## src/sv/vga_pkg.sv

```systemverilog
`timescale 1ns / 1ps
`default_nettype none
package vga_pkg;

  localparam int COORD_W = 32;
  localparam int INTEN_W = 16;
  localparam int SID_W   = 64;
  localparam int OBS_W   = 32;
  localparam int SLOT_W  = 12;
  localparam int VSIZE_W = 31;
  localparam int SUM_W   = 64;
  localparam int ITOT_W  = 48;
  localparam int DIV_W   = 64;
  localparam int DVSR_W  = 32;

  localparam logic [63:0] MIX_C1 = 64'hbf58476d1ce4e5b9;
  localparam logic [63:0] MIX_C2 = 64'h94d049bb133111eb;
  localparam int MIX_S1 = 30;
  localparam int MIX_S2 = 27;
  localparam int MIX_S3 = 31;

  localparam logic REG_BIN_SIZE = 1'b0;
  localparam logic REG_MIN_OBS  = 1'b1;

  typedef enum logic [1:0] {
    K_RAW  = 2'd0,
    K_AGG  = 2'd1,
    K_READ = 2'd2,
    K_NOP  = 2'd3
  } kind_t;

  typedef enum logic [1:0] {
    ST_ADDED    = 2'd0,
    ST_DROPPED  = 2'd1,
    ST_SKIPPED  = 2'd2,
    ST_REPORTED = 2'd3
  } status_t;

  typedef struct packed {
    kind_t                      kind;
    logic                       oob;
    logic signed [COORD_W-1:0]  cx;
    logic signed [COORD_W-1:0]  cy;
    logic signed [COORD_W-1:0]  cz;
    logic [INTEN_W-1:0]         inten;
    logic [SID_W-1:0]           sid;
    logic [OBS_W-1:0]           prior;
    logic [SLOT_W-1:0]          slot;
  } item_t;

  typedef struct packed {
    logic                       used;
    logic signed [COORD_W-1:0]  kx;
    logic signed [COORD_W-1:0]  ky;
    logic signed [COORD_W-1:0]  kz;
    logic signed [SUM_W-1:0]    sx;
    logic signed [SUM_W-1:0]    sy;
    logic signed [SUM_W-1:0]    sz;
    logic [ITOT_W-1:0]          itot;
    logic [OBS_W-1:0]           pts;
    logic [OBS_W-1:0]           obs;
    logic [SID_W-1:0]           lsid;
    logic                       seen;
  } entry_t;

  typedef struct packed {
    status_t                    status;
    logic [COORD_W-1:0]         mx;
    logic [COORD_W-1:0]         my;
    logic [COORD_W-1:0]         mz;
    logic [INTEN_W-1:0]         mi;
    logic [OBS_W-1:0]           obs;
  } result_t;

  typedef enum logic [3:0] {
    B_CLEAR, B_IDLE, B_BIN, B_HASH, B_MOD, B_PRB_RD, B_PRB_CHK,
    B_UPDATE, B_RD_RD, B_RD_CHK, B_MEAN, B_RESULT
  } bstate_t;

endpackage
`default_nettype wire

```

## src/sv/vga_fifo.sv

```systemverilog
`timescale 1ns / 1ps
`default_nettype none
module vga_fifo (
  input  wire logic          clk,
  input  wire logic          rst,
  input  wire logic          push,
  input  wire vga_pkg::item_t push_item,
  output logic               full,
  input  wire logic          pop,
  output vga_pkg::item_t     pop_item,
  output logic               not_empty
);
  import vga_pkg::*;

  item_t      slots [2];
  logic       wp;
  logic       rp;
  logic [1:0] cnt;

  assign full      = (cnt == 2'd2);
  assign not_empty = (cnt != 2'd0);
  assign pop_item  = slots[rp];

  always_ff @(posedge clk) begin
    if (push) begin
      slots[wp] <= push_item;
    end
  end

  always_ff @(posedge clk) begin
    if (rst) begin
      wp  <= 1'b0;
      rp  <= 1'b0;
      cnt <= 2'd0;
    end else begin
      if (push) begin
        wp <= ~wp;
      end
      if (pop) begin
        rp <= ~rp;
      end
      if (push && !pop) begin
        cnt <= cnt + 2'd1;
      end else if (pop && !push) begin
        cnt <= cnt - 2'd1;
      end
    end
  end
endmodule
`default_nettype wire

```

## config.mk

```make
export PLATFORM = sky130hd
export DESIGN_NAME = vga_fifo
export DESIGN_NICKNAME = d
export VERILOG_FILES = /design/src/sv/vga_pkg.sv /design/src/sv/vga_fifo.sv
export SDC_FILE = /design/constraint.sdc
export NUM_CORES = 1
export LEC_CHECK = 0
export BUFFER_PORTS_ARGS = -buffer_cell sky130_fd_sc_hd__buf_2
export CORE_ASPECT_RATIO = 1.5
export CORE_UTILIZATION = 45
export CTS_BUF_LIST = sky130_fd_sc_hd__clkbuf_4 sky130_fd_sc_hd__clkbuf_8
export DETAILED_ROUTE_END_ITERATION = 16
export GPL_ROUTABILITY_DRIVEN = 0
export PLACE_DENSITY = 0.78
export SETUP_SLACK_MARGIN = 0.4
export SLEW_MARGIN = 5
export SYNTH_ARGS = -nofsm -noshare
export SYNTH_HDL_FRONTEND = slang
export SYNTH_SLANG_ARGS = --single-unit
```

## constraint.sdc

```tcl
create_clock -name clk -period 13.6 [get_ports clk]
set_clock_uncertainty 0.1 [all_clocks]
set_input_delay 3.4 -clock clk [delete_from_list [all_inputs] [get_ports clk]]
set_output_delay 3.4 -clock clk [all_outputs]
set_load 0.05 [all_outputs]
```

==> flow_metrics.env, run 1 <==
export IMPL_outcome="finished, final reports clean"
export IMPL_place_hpwl_um=23900
export IMPL_slowest_stage="buf_4"
export IMPL_die_area_um2=38600
export IMPL_core_area_um2=37000
export IMPL_cp_end_kind="primary output"
export IMPL_synth_cells=716
export IMPL_ys_ff_latch=451
export IMPL_synth_top_family_by_area="multiplexers"
export IMPL_power_density_nw_per_um2=158
export IMPL_setup_viol=0
export IMPL_drt_wl_total_um=35200
export IMPL_syn_area_um2=17000
export IMPL_maxCapViolCount=0
export IMPL_yosys_warnings=0
export IMPL_grt_first_pass_wirelength_um=50500
export IMPL_via_count=8576
export IMPL_worst_slack_ns=6.88
export IMPL_via_per_inst=4.87
export IMPL_synth_area_per_cell_um2=23.7
export IMPL_cts_tree="yes"
export IMPL_clock_path_buffers=3
export IMPL_synth_top_area_cell="edfxtp_1"
export IMPL_initial_core_util=0.459
export IMPL_grt_start_max_net_pins=76
export IMPL_numPortBuffers=451
export IMPL_drive_gt1_frac=0.622
export IMPL_hold_path_class="register to register"
export IMPL_cts_made_buffers=67
export IMPL_layout_area_overhead_vs_synth_pct=23.9
export IMPL_die_x_um=161
export IMPL_final_cell_mix="buf_2 (451), edfxtp_1 (446), mux2_4 (170)"
export IMPL_path_clk_slew_ns=0.06
export IMPL_grt_pass1_vias=9162
export IMPL_antenna_found_initial=17
export IMPL_io_pins=452
export IMPL_ys_seq_area_frac=0.794
export IMPL_crit_family="buffers and inverters"
export IMPL_crit_fanout=75
export IMPL_die_h_um=240
export IMPL_rr_startpoint="wp"
export IMPL_drc=0
export IMPL_post_cts_buffers=0
export IMPL_final_common_cell="buf_2"
export IMPL_syn_num_nets=944
export IMPL_max_freq_mhz=149
export IMPL_synth_distinct_cells=17
export IMPL_ys_top_cells_by_area="edfxtp_1 (79%), mux2_4 (15%), mux2_2 (3.5%), buf_6 (1.3%), dfxtp_1 (0.59%)"
export IMPL_fin_nets=1449
export IMPL_required_ns=10.10
export IMPL_cts_root_buf="clkbuf_8"
export IMPL_ctsHoldBuffers=0
export IMPL_std_cell_rows=86
export IMPL_seq_area_um2=13500
export IMPL_finalHoldViolCount=0
export IMPL_period_share=0.494
export IMPL_critPathMaxStageDelay_ns=1.03
export IMPL_rsz0062_at_grt="false"
export IMPL_crit_arrival_ns=3.22
export IMPL_synth_top_area_frac=0.788
export IMPL_drt_iter0_drc=343
export IMPL_clk_latency_ns=0.59
export IMPL_power_mw=3.33
export IMPL_synth_simple_area_share=0.00272
export IMPL_crit_type="register to primary output"
export IMPL_slew_headroom=0.209
export IMPL_tightest_slew_ns=1.19
export IMPL_final_max_slew_viol_count=0
export IMPL_muxShareOfSynthArea=0.185
export IMPL_p_leak_nw=8.27
export IMPL_drtPass1Iterations=4
export IMPL_synth_fa_ha_area_frac=0.000736
export IMPL_min_period_ns=6.72
export IMPL_path_cells="buf_4 > mux2_2 > buf_2"
export IMPL_cp_buffers_inverters=2
export IMPL_cts_resized=0
export IMPL_nFillCells=2805
export IMPL_wl_per_cell_um=20.0
export IMPL_antenna_left=0
export IMPL_peakVddDrop_mv=0.116
export IMPL_pre_cts_ws_ns=7.40
export IMPL_setup_tns_ns=0
export IMPL_overflow=0
export IMPL_synth_xor_area_share=0.00206
export IMPL_multi_input_area_um2=3260
export IMPL_start_kind="register"
export IMPL_hold_start="cnt[1]"
export IMPL_cts_sinks=451
export IMPL_track_usage=0.177
export IMPL_cts_htree_levels=3
export IMPL_synth_compound_area_frac=0.000589
-- state kept, by name (all words and copies together), names as in the netlist, named ones only --
| register | cells |
|---|---|
| wp | 1 |
| cnt | 2 |
| slots | 446 |
| rp | 1 |
-- metrics by stage --
stage / hold WS, ns / cells / utilization / instance area (um^2)
5_1_grt: 0.457 / 1760 / 0.569 / 21100
2_1_floorplan: 0.356 / 716 / - / 17000
4_1_cts: 0.424 / 1750 / 0.568 / 21000
3_5_place_dp: 0.413 / 1636 / 0.532 / 19700
3_3_place_gp: 0.375 / 1636 / 0.532 / 19700
6_report: 0.431 / 1760 / 0.569 / 21100
-- cell usage after synthesis --
cell	instances
edfxtp_1	446
mux2_2	53
inv_1	1
a21oi_1	1
ha_1	1
and2_1	1
or2_2	1
nor2b_1	2
xor2_1	2
buf_2	5
o21ai_0	1
or3_1	1
dfxtp_1	5
buf_6	20
mux2_4	170
nor2_1	4
xnor2_1	2
-- power by group --
part	switching (mW)	internal [mW]	total [mW]	leakage, nW
combinational	0.411	0.185	0.596	3.36
sequential	0.0278	1.63	1.65	4.23
clock	0.494	0.592	1.09	0.684
-- worst register-to-register path, cell delays in order (launching register included) --
cell	delay, ns
dfxtp_1	0.41
and2_4	0.50
buf_4	0.78
buf_4	0.81
-- cell families (layout without fill, tap and decap cells) --
logic type | count (synthesis) | in the layout
other | 0 | 10
and+or+nand+nor | 9 | 9
adders and majority gates | 1 | 1
DFF | 451 | 451
muxes | 223 | 223
xor gates and xnor gates | 4 | 4
buffers and inverters | 26 | 576
AOI/OAI and AO/OA | 2 | 2
-- routing by layer --
metal	part of all wire	vias to the layer above	track usage
li1	-	3884	-
met1	0.35	4235	0.181
met2	0.54	356	0.316
met3	0.067	91	0.0493
met4	0.043	10	0.117
met5	0.0020	-	0
-- area by class of cell --
cell class | instances | area share
clock buffer | 83 | 0.0501
tap | 484 | 0.0288
clock inverter | 31 | 0.0132
multi-input combinational | 239 | 0.155
inverter | 1 | 0.000178
antenna | 10 | 0.00119
timing repair buffer | 461 | 0.111
sequential | 451 | 0.641
-- worst paths after layout --
kind,to,slack [ns],depth (start not counted)
setup reg to reg,slots[1][196],10.61,3
setup / recovery,pop_item[6],6.88,3
hold reg to reg,cnt[1],0.43,2
hold / removal,cnt[1],0.43,2
Power figures use the tool's default switching activity.
==> run 2: changes to the inputs <==
- clock period: 13.6 -> 5.69 ns (I/O delays scaled with it)
==> run 2 against run 1 <==
Register-to-register slack got worse by 6.9 ns. Critical path depth unchanged. Routed wire length decreased by 2.4%. Worst setup slack got worse by 5.3 ns. Cell area increased by 0.36%. Clock power increased by 130%. Combinational power increased by 140%. Final cell count increased by 0.45%. Via count decreased by 0.30%.
==> flow_metrics.env, run 2 (same netlist as run 1, synthesis figures left out) <==
export IMPL_outcome="finished, final reports clean"
export IMPL_ctsHoldBuffers=0
export IMPL_core_area_um2=37000
export IMPL_slew_headroom=0.385
export IMPL_drc=0
export IMPL_rr_worst_depth=2
export IMPL_slowest_stage="dfxtp_4"
export IMPL_finish_utilization=0.571
export IMPL_start_kind="register"
export IMPL_post_cts_buffers=0
export IMPL_cts_root_buf="clkbuf_8"
export IMPL_period_share=0.725
export IMPL_cp_buffers_inverters=2
export IMPL_hold_end="cnt[1]"
export IMPL_std_cell_rows=86
export IMPL_peakVddDrop_mv=0.251
export IMPL_critPathMaxStageDelay_ns=0.96
export IMPL_die_x_um=161
export IMPL_die_h_um=240
export IMPL_min_period_ns=4.12
export IMPL_grt_pass1_vias=9094
export IMPL_whs_path_depth=2
export IMPL_io_pins=452
export IMPL_cts_htree_levels=3
export IMPL_cts_sinks=451
export IMPL_overflow=0
export IMPL_drive_gt1_frac=0.621
export IMPL_crit_fanout=54
export IMPL_drt_wl_total_um=34400
export IMPL_final_cell_mix="buf_2 (451), edfxtp_1 (446), mux2_4 (170)"
export IMPL_reg2reg_to="slots[1][61]"
export IMPL_path_cells="buf_4 > mux2_2 > buf_2"
export IMPL_clk_latency_ns=0.59
export IMPL_max_freq_mhz=243
export IMPL_hold_start="cnt[1]"
export IMPL_wl_per_cell_um=19.4
export IMPL_via_per_inst=4.84
export IMPL_initial_core_util=0.459
export IMPL_layout_area_overhead_vs_synth_pct=24.3
export IMPL_clock_path_buffers=3
export IMPL_holdWs_ns=0.427
export IMPL_cts_tree="yes"
export IMPL_setup_tns_ns=0
export IMPL_power_mw=7.89
export IMPL_grt_start_max_net_pins=115
export IMPL_setup_viol=0
export IMPL_finalHoldViolCount=0
export IMPL_reg_top3="slots (446), cnt (2)"
export IMPL_reg2reg_slack_ns=3.70
export IMPL_drtPass1Iterations=4
export IMPL_hold_path_class="register to register"
export IMPL_cts_resized=0
export IMPL_required_ns=4.17
export IMPL_via_count=8550
export IMPL_final_max_slew_viol_count=0
export IMPL_track_usage=0.170
export IMPL_crit_family="flip-flops"
export IMPL_crit_type="register to primary output"
export IMPL_path_clk_slew_ns=0.06
export IMPL_grt_first_pass_wirelength_um=48700
export IMPL_die_area_um2=38600
export IMPL_largest_reg_flops=446
export IMPL_cp_end_kind="primary output"
export IMPL_final_common_cell="buf_2"
export IMPL_antenna_left=0
export IMPL_crit_arrival_ns=2.60
export IMPL_fin_nets=1452
export IMPL_place_hpwl_um=23800
export IMPL_rsz0062_at_grt="false"
export IMPL_largest_register="slots"
export IMPL_nFillCells=2831
export IMPL_cts_made_buffers=66
export IMPL_numPortBuffers=451
export IMPL_rr_startpoint="wp"
export IMPL_power_density_nw_per_um2=373
export IMPL_p_leak_nw=8.31
export IMPL_tightest_slew_ns=0.923
export IMPL_maxCapViolCount=0
export IMPL_antenna_found_initial=11
export IMPL_drt_iter0_drc=334
run 2: stage by stage:
| stage | std cells | worst slack (ns) | cell area (um^2) |
|---|---|---|---|
| 4_1_cts | 1758 | 1.47 | 21100 |
| 3_3_place_gp | 1640 | 2.17 | 19800 |
| 2_1_floorplan | 716 | 0.396 | 17000 |
| 6_report | 1768 | 1.57 | 21100 |
| 3_5_place_dp | 1640 | 2.13 | 19800 |
| 5_1_grt | 1765 | 1.44 | 21100 |
run 2: tightest hold or removal path, stage by stage (launching register included):
cell and delay [ns]:
dfxtp_1 0.33, o21ai_0 0.08, a21oi_1 0.07
run 2: final cells by class:
type | count | area [um^2] | area share
sequential | 451 | 13500 | 0.639
multi-input combinational | 239 | 3260 | 0.154
timing repair buffer | 465 | 2450 | 0.116
clock buffer | 87 | 1070 | 0.0507
tap | 484 | 606 | 0.0287
clock inverter | 31 | 218 | 0.0103
antenna | 10 | 25.0 | 0.00118
inverter | 1 | 3.75 | 0.000178
run 2: how the worst max path moves through the flow:
| stage | start | to | slack (ns) | cells after the start |
|---|---|---|---|---|
| 2_1_floorplan | push | slots[0][0] | 0.40 | 1 |
| 3_3_place_gp | register | pop_item[221] | 2.17 | 3 |
| 3_5_place_dp | register | pop_item[4] | 2.13 | 3 |
| 4_1_cts | register | pop_item[221] | 1.47 | 3 |
| 5_1_grt | register | pop_item[221] | 1.44 | 3 |
| 6_report | register | pop_item[221] | 1.57 | 3 |
run 2: power breakdown:
part	internal, mW	total, mW	switching (mW)	leakage [nW]
Sequential	3.88	3.95	0.0690	4.23
Clock	1.34	2.51	1.18	0.677
Combinational	0.451	1.43	0.978	3.40
Total	5.67	7.89	2.22	8.31
run 2: routing by layer:
| metal | vias up | track usage | share of wire |
|---|---|---|---|
| met1 | 4228 | 0.167 | 0.34 |
| met4 | 6 | 0.0889 | 0.035 |
| met5 | - | 0 | 0.0011 |
| li1 | 3892 | - | - |
| met2 | 336 | 0.318 | 0.56 |
| met3 | 88 | 0.0528 | 0.065 |
==> run 3: changes to the inputs <==
- PLACE_DENSITY: 0.78 -> 0.75
- clock period: 5.69 -> 4 ns (I/O delays scaled with it)
==> run 3 against run 2 <==
Largest power group unchanged. Worst setup slack lost 0.91 ns. Routed wire length grew 0.52%. Core utilization grew 0.051 points. Combinational power grew 43%. Clock power grew 46%. Count of clock-buffer cells in the layout grew 1.
==> flow_metrics.env, run 3 (same netlist as run 1, synthesis figures left out) <==
export IMPL_rr_startpoint="wp"
export IMPL_final_common_cell="buf_2"
export IMPL_antenna_found_initial=13
export IMPL_final_cell_mix="buf_2 (451), edfxtp_1 (446), mux2_4 (170)"
export IMPL_cts_resized=0
export IMPL_die_x_um=161
export IMPL_crit_arrival_ns=2.24
export IMPL_cp_end_kind="primary output"
export IMPL_crit_fanout=55
export IMPL_peakVddDrop_mv=0.364
export IMPL_wl_per_cell_um=19.6
export IMPL_crit_type="register to primary output"
export IMPL_clock_path_buffers=3
export IMPL_cts_made_buffers=67
export IMPL_drtPass1Iterations=4
export IMPL_start_kind="register"
export IMPL_outcome="finished, final reports clean"
export IMPL_nFillCells=2855
export IMPL_path_clk_slew_ns=0.07
export IMPL_finish_instance_area_um2=21200
export IMPL_fin_nets=1450
export IMPL_placed_area_um2=19800
export IMPL_tightest_slew_ns=0.752
export IMPL_ctsHoldBuffers=0
export IMPL_via_count=8443
export IMPL_reg_top3="slots (446), cnt (2)"
export IMPL_hold_path_class="register to register"
export IMPL_required_ns=2.90
export IMPL_overflow=0
export IMPL_reg2reg_to="slots[1][187]"
export IMPL_cts_sinks=451
export IMPL_p_leak_nw=8.31
export IMPL_drive_gt1_frac=0.625
export IMPL_io_pins=452
export IMPL_rsz0062_at_grt="false"
export IMPL_core_area_um2=37000
export IMPL_cts_root_buf="clkbuf_8"
export IMPL_final_max_slew_viol_count=0
export IMPL_drt_wl_total_um=34500
export IMPL_period_share=0.835
export IMPL_slew_headroom=0.499
export IMPL_hold_end="rp"
export IMPL_finalHoldViolCount=0
export IMPL_place_hpwl_um=23400
export IMPL_drt_iter0_drc=393
export IMPL_largest_reg_flops=446
export IMPL_rr_worst_depth=2
export IMPL_grt_first_pass_wirelength_um=49100
export IMPL_min_period_ns=3.34
export IMPL_std_cell_rows=86
export IMPL_holdWs_ns=0.421
export IMPL_cts_tree="yes"
export IMPL_initial_core_util=0.459
export IMPL_die_area_um2=38600
export IMPL_max_freq_mhz=300
export IMPL_numPortBuffers=451
export IMPL_largest_register="slots"
export IMPL_post_cts_buffers=0
export IMPL_power_density_nw_per_um2=534
export IMPL_maxCapViolCount=0
export IMPL_hold_start="rp"
export IMPL_drc=0
export IMPL_setup_viol=0
export IMPL_grt_pass1_vias=8864
export IMPL_reg2reg_slack_ns=2.16
export IMPL_via_per_inst=4.79
export IMPL_layout_area_overhead_vs_synth_pct=24.4
export IMPL_cts_htree_levels=3
export IMPL_whs_path_depth=2
export IMPL_clk_latency_ns=0.59
export IMPL_antenna_left=0
export IMPL_die_h_um=240
export IMPL_track_usage=0.173
export IMPL_grt_start_max_net_pins=89
==> run 3: cell types whose count changed in the layout (fill, tap and decap cells not counted), sizes merged <==
cell      previous run  this run
clkinv              24        20
clkinvlp             1         2
diode               10         9
clkbuf              87        88
bufinv               2         3
buf                465       462
==> run 3: cell type report <==
class                           count  area, um^2  share of cell area
Multi-Input combinational cell    239        3260               0.154
Inverter                            1        3.75            0.000177
Clock buffer                       88        1090              0.0516
Antenna cell                        9        22.5             0.00106
Timing Repair Buffer              462        2440               0.115
Sequential cell                   451       13500               0.638
Tap cell                          484         606              0.0286
Clock inverter                     29         229              0.0108
==> run 3: per-layer routing <==
| metal | routed length [um] | global-route usage | share of wire | vias up |
|---|---|---|---|---|
| li1 | - | - | - | 3890 |
| met1 | 11600 | 0.169 | 0.33 | 4088 |
| met2 | 18800 | 0.312 | 0.54 | 359 |
| met3 | 2480 | 0.0568 | 0.072 | 100 |
| met4 | 1630 | 0.111 | 0.047 | 6 |
| met5 | 46 | 0 | 0.0013 | - |
==> run 3: power by group <==
| group | internal (mW) | switching [mW] |
|---|---|---|
| clock network | 1.99 | 1.67 |
| logic | 0.640 | 1.40 |
| registers | 5.52 | 0.0783 |
| total | 8.15 | 3.15 |
==> run 3: through the flow <==
step | power [mW] | TNS, ns | std cells | setup slack (ns) | utilization
global placement | 7.72 | 0 | 1637 | 1.35 | 0.535
global route | 11.7 | 0 | 1763 | 0.545 | 0.571
finish | 11.3 | 0 | 1763 | 0.661 | 0.571
floorplan | 7.29 | -259.65 | 716 | -0.872 | -
CTS | 11.4 | 0 | 1754 | 0.598 | 0.571
detailed placement | 7.76 | 0 | 1637 | 1.28 | 0.535
==> run 3: worst max path at each step <==
| stage | start | end | slack (ns) | cells after the start |
|---|---|---|---|---|
| 6_report | register | pop_item[5] | 0.66 | 3 |
| 3_5_place_dp | register | pop_item[5] | 1.28 | 3 |
| 4_1_cts | register | pop_item[5] | 0.60 | 3 |
| 2_1_floorplan | push | slots[0][0] | -0.87 | 1 |
| 5_1_grt | register | pop_item[217] | 0.54 | 3 |
| 3_3_place_gp | register | pop_item[2] | 1.35 | 3 |
==> run 3: critical path, cell delays in order, from the launching register on <==
cell and delay [ns]:
dfxtp_4 0.38, buf_4 0.57, mux2_2 0.42, buf_2 0.21
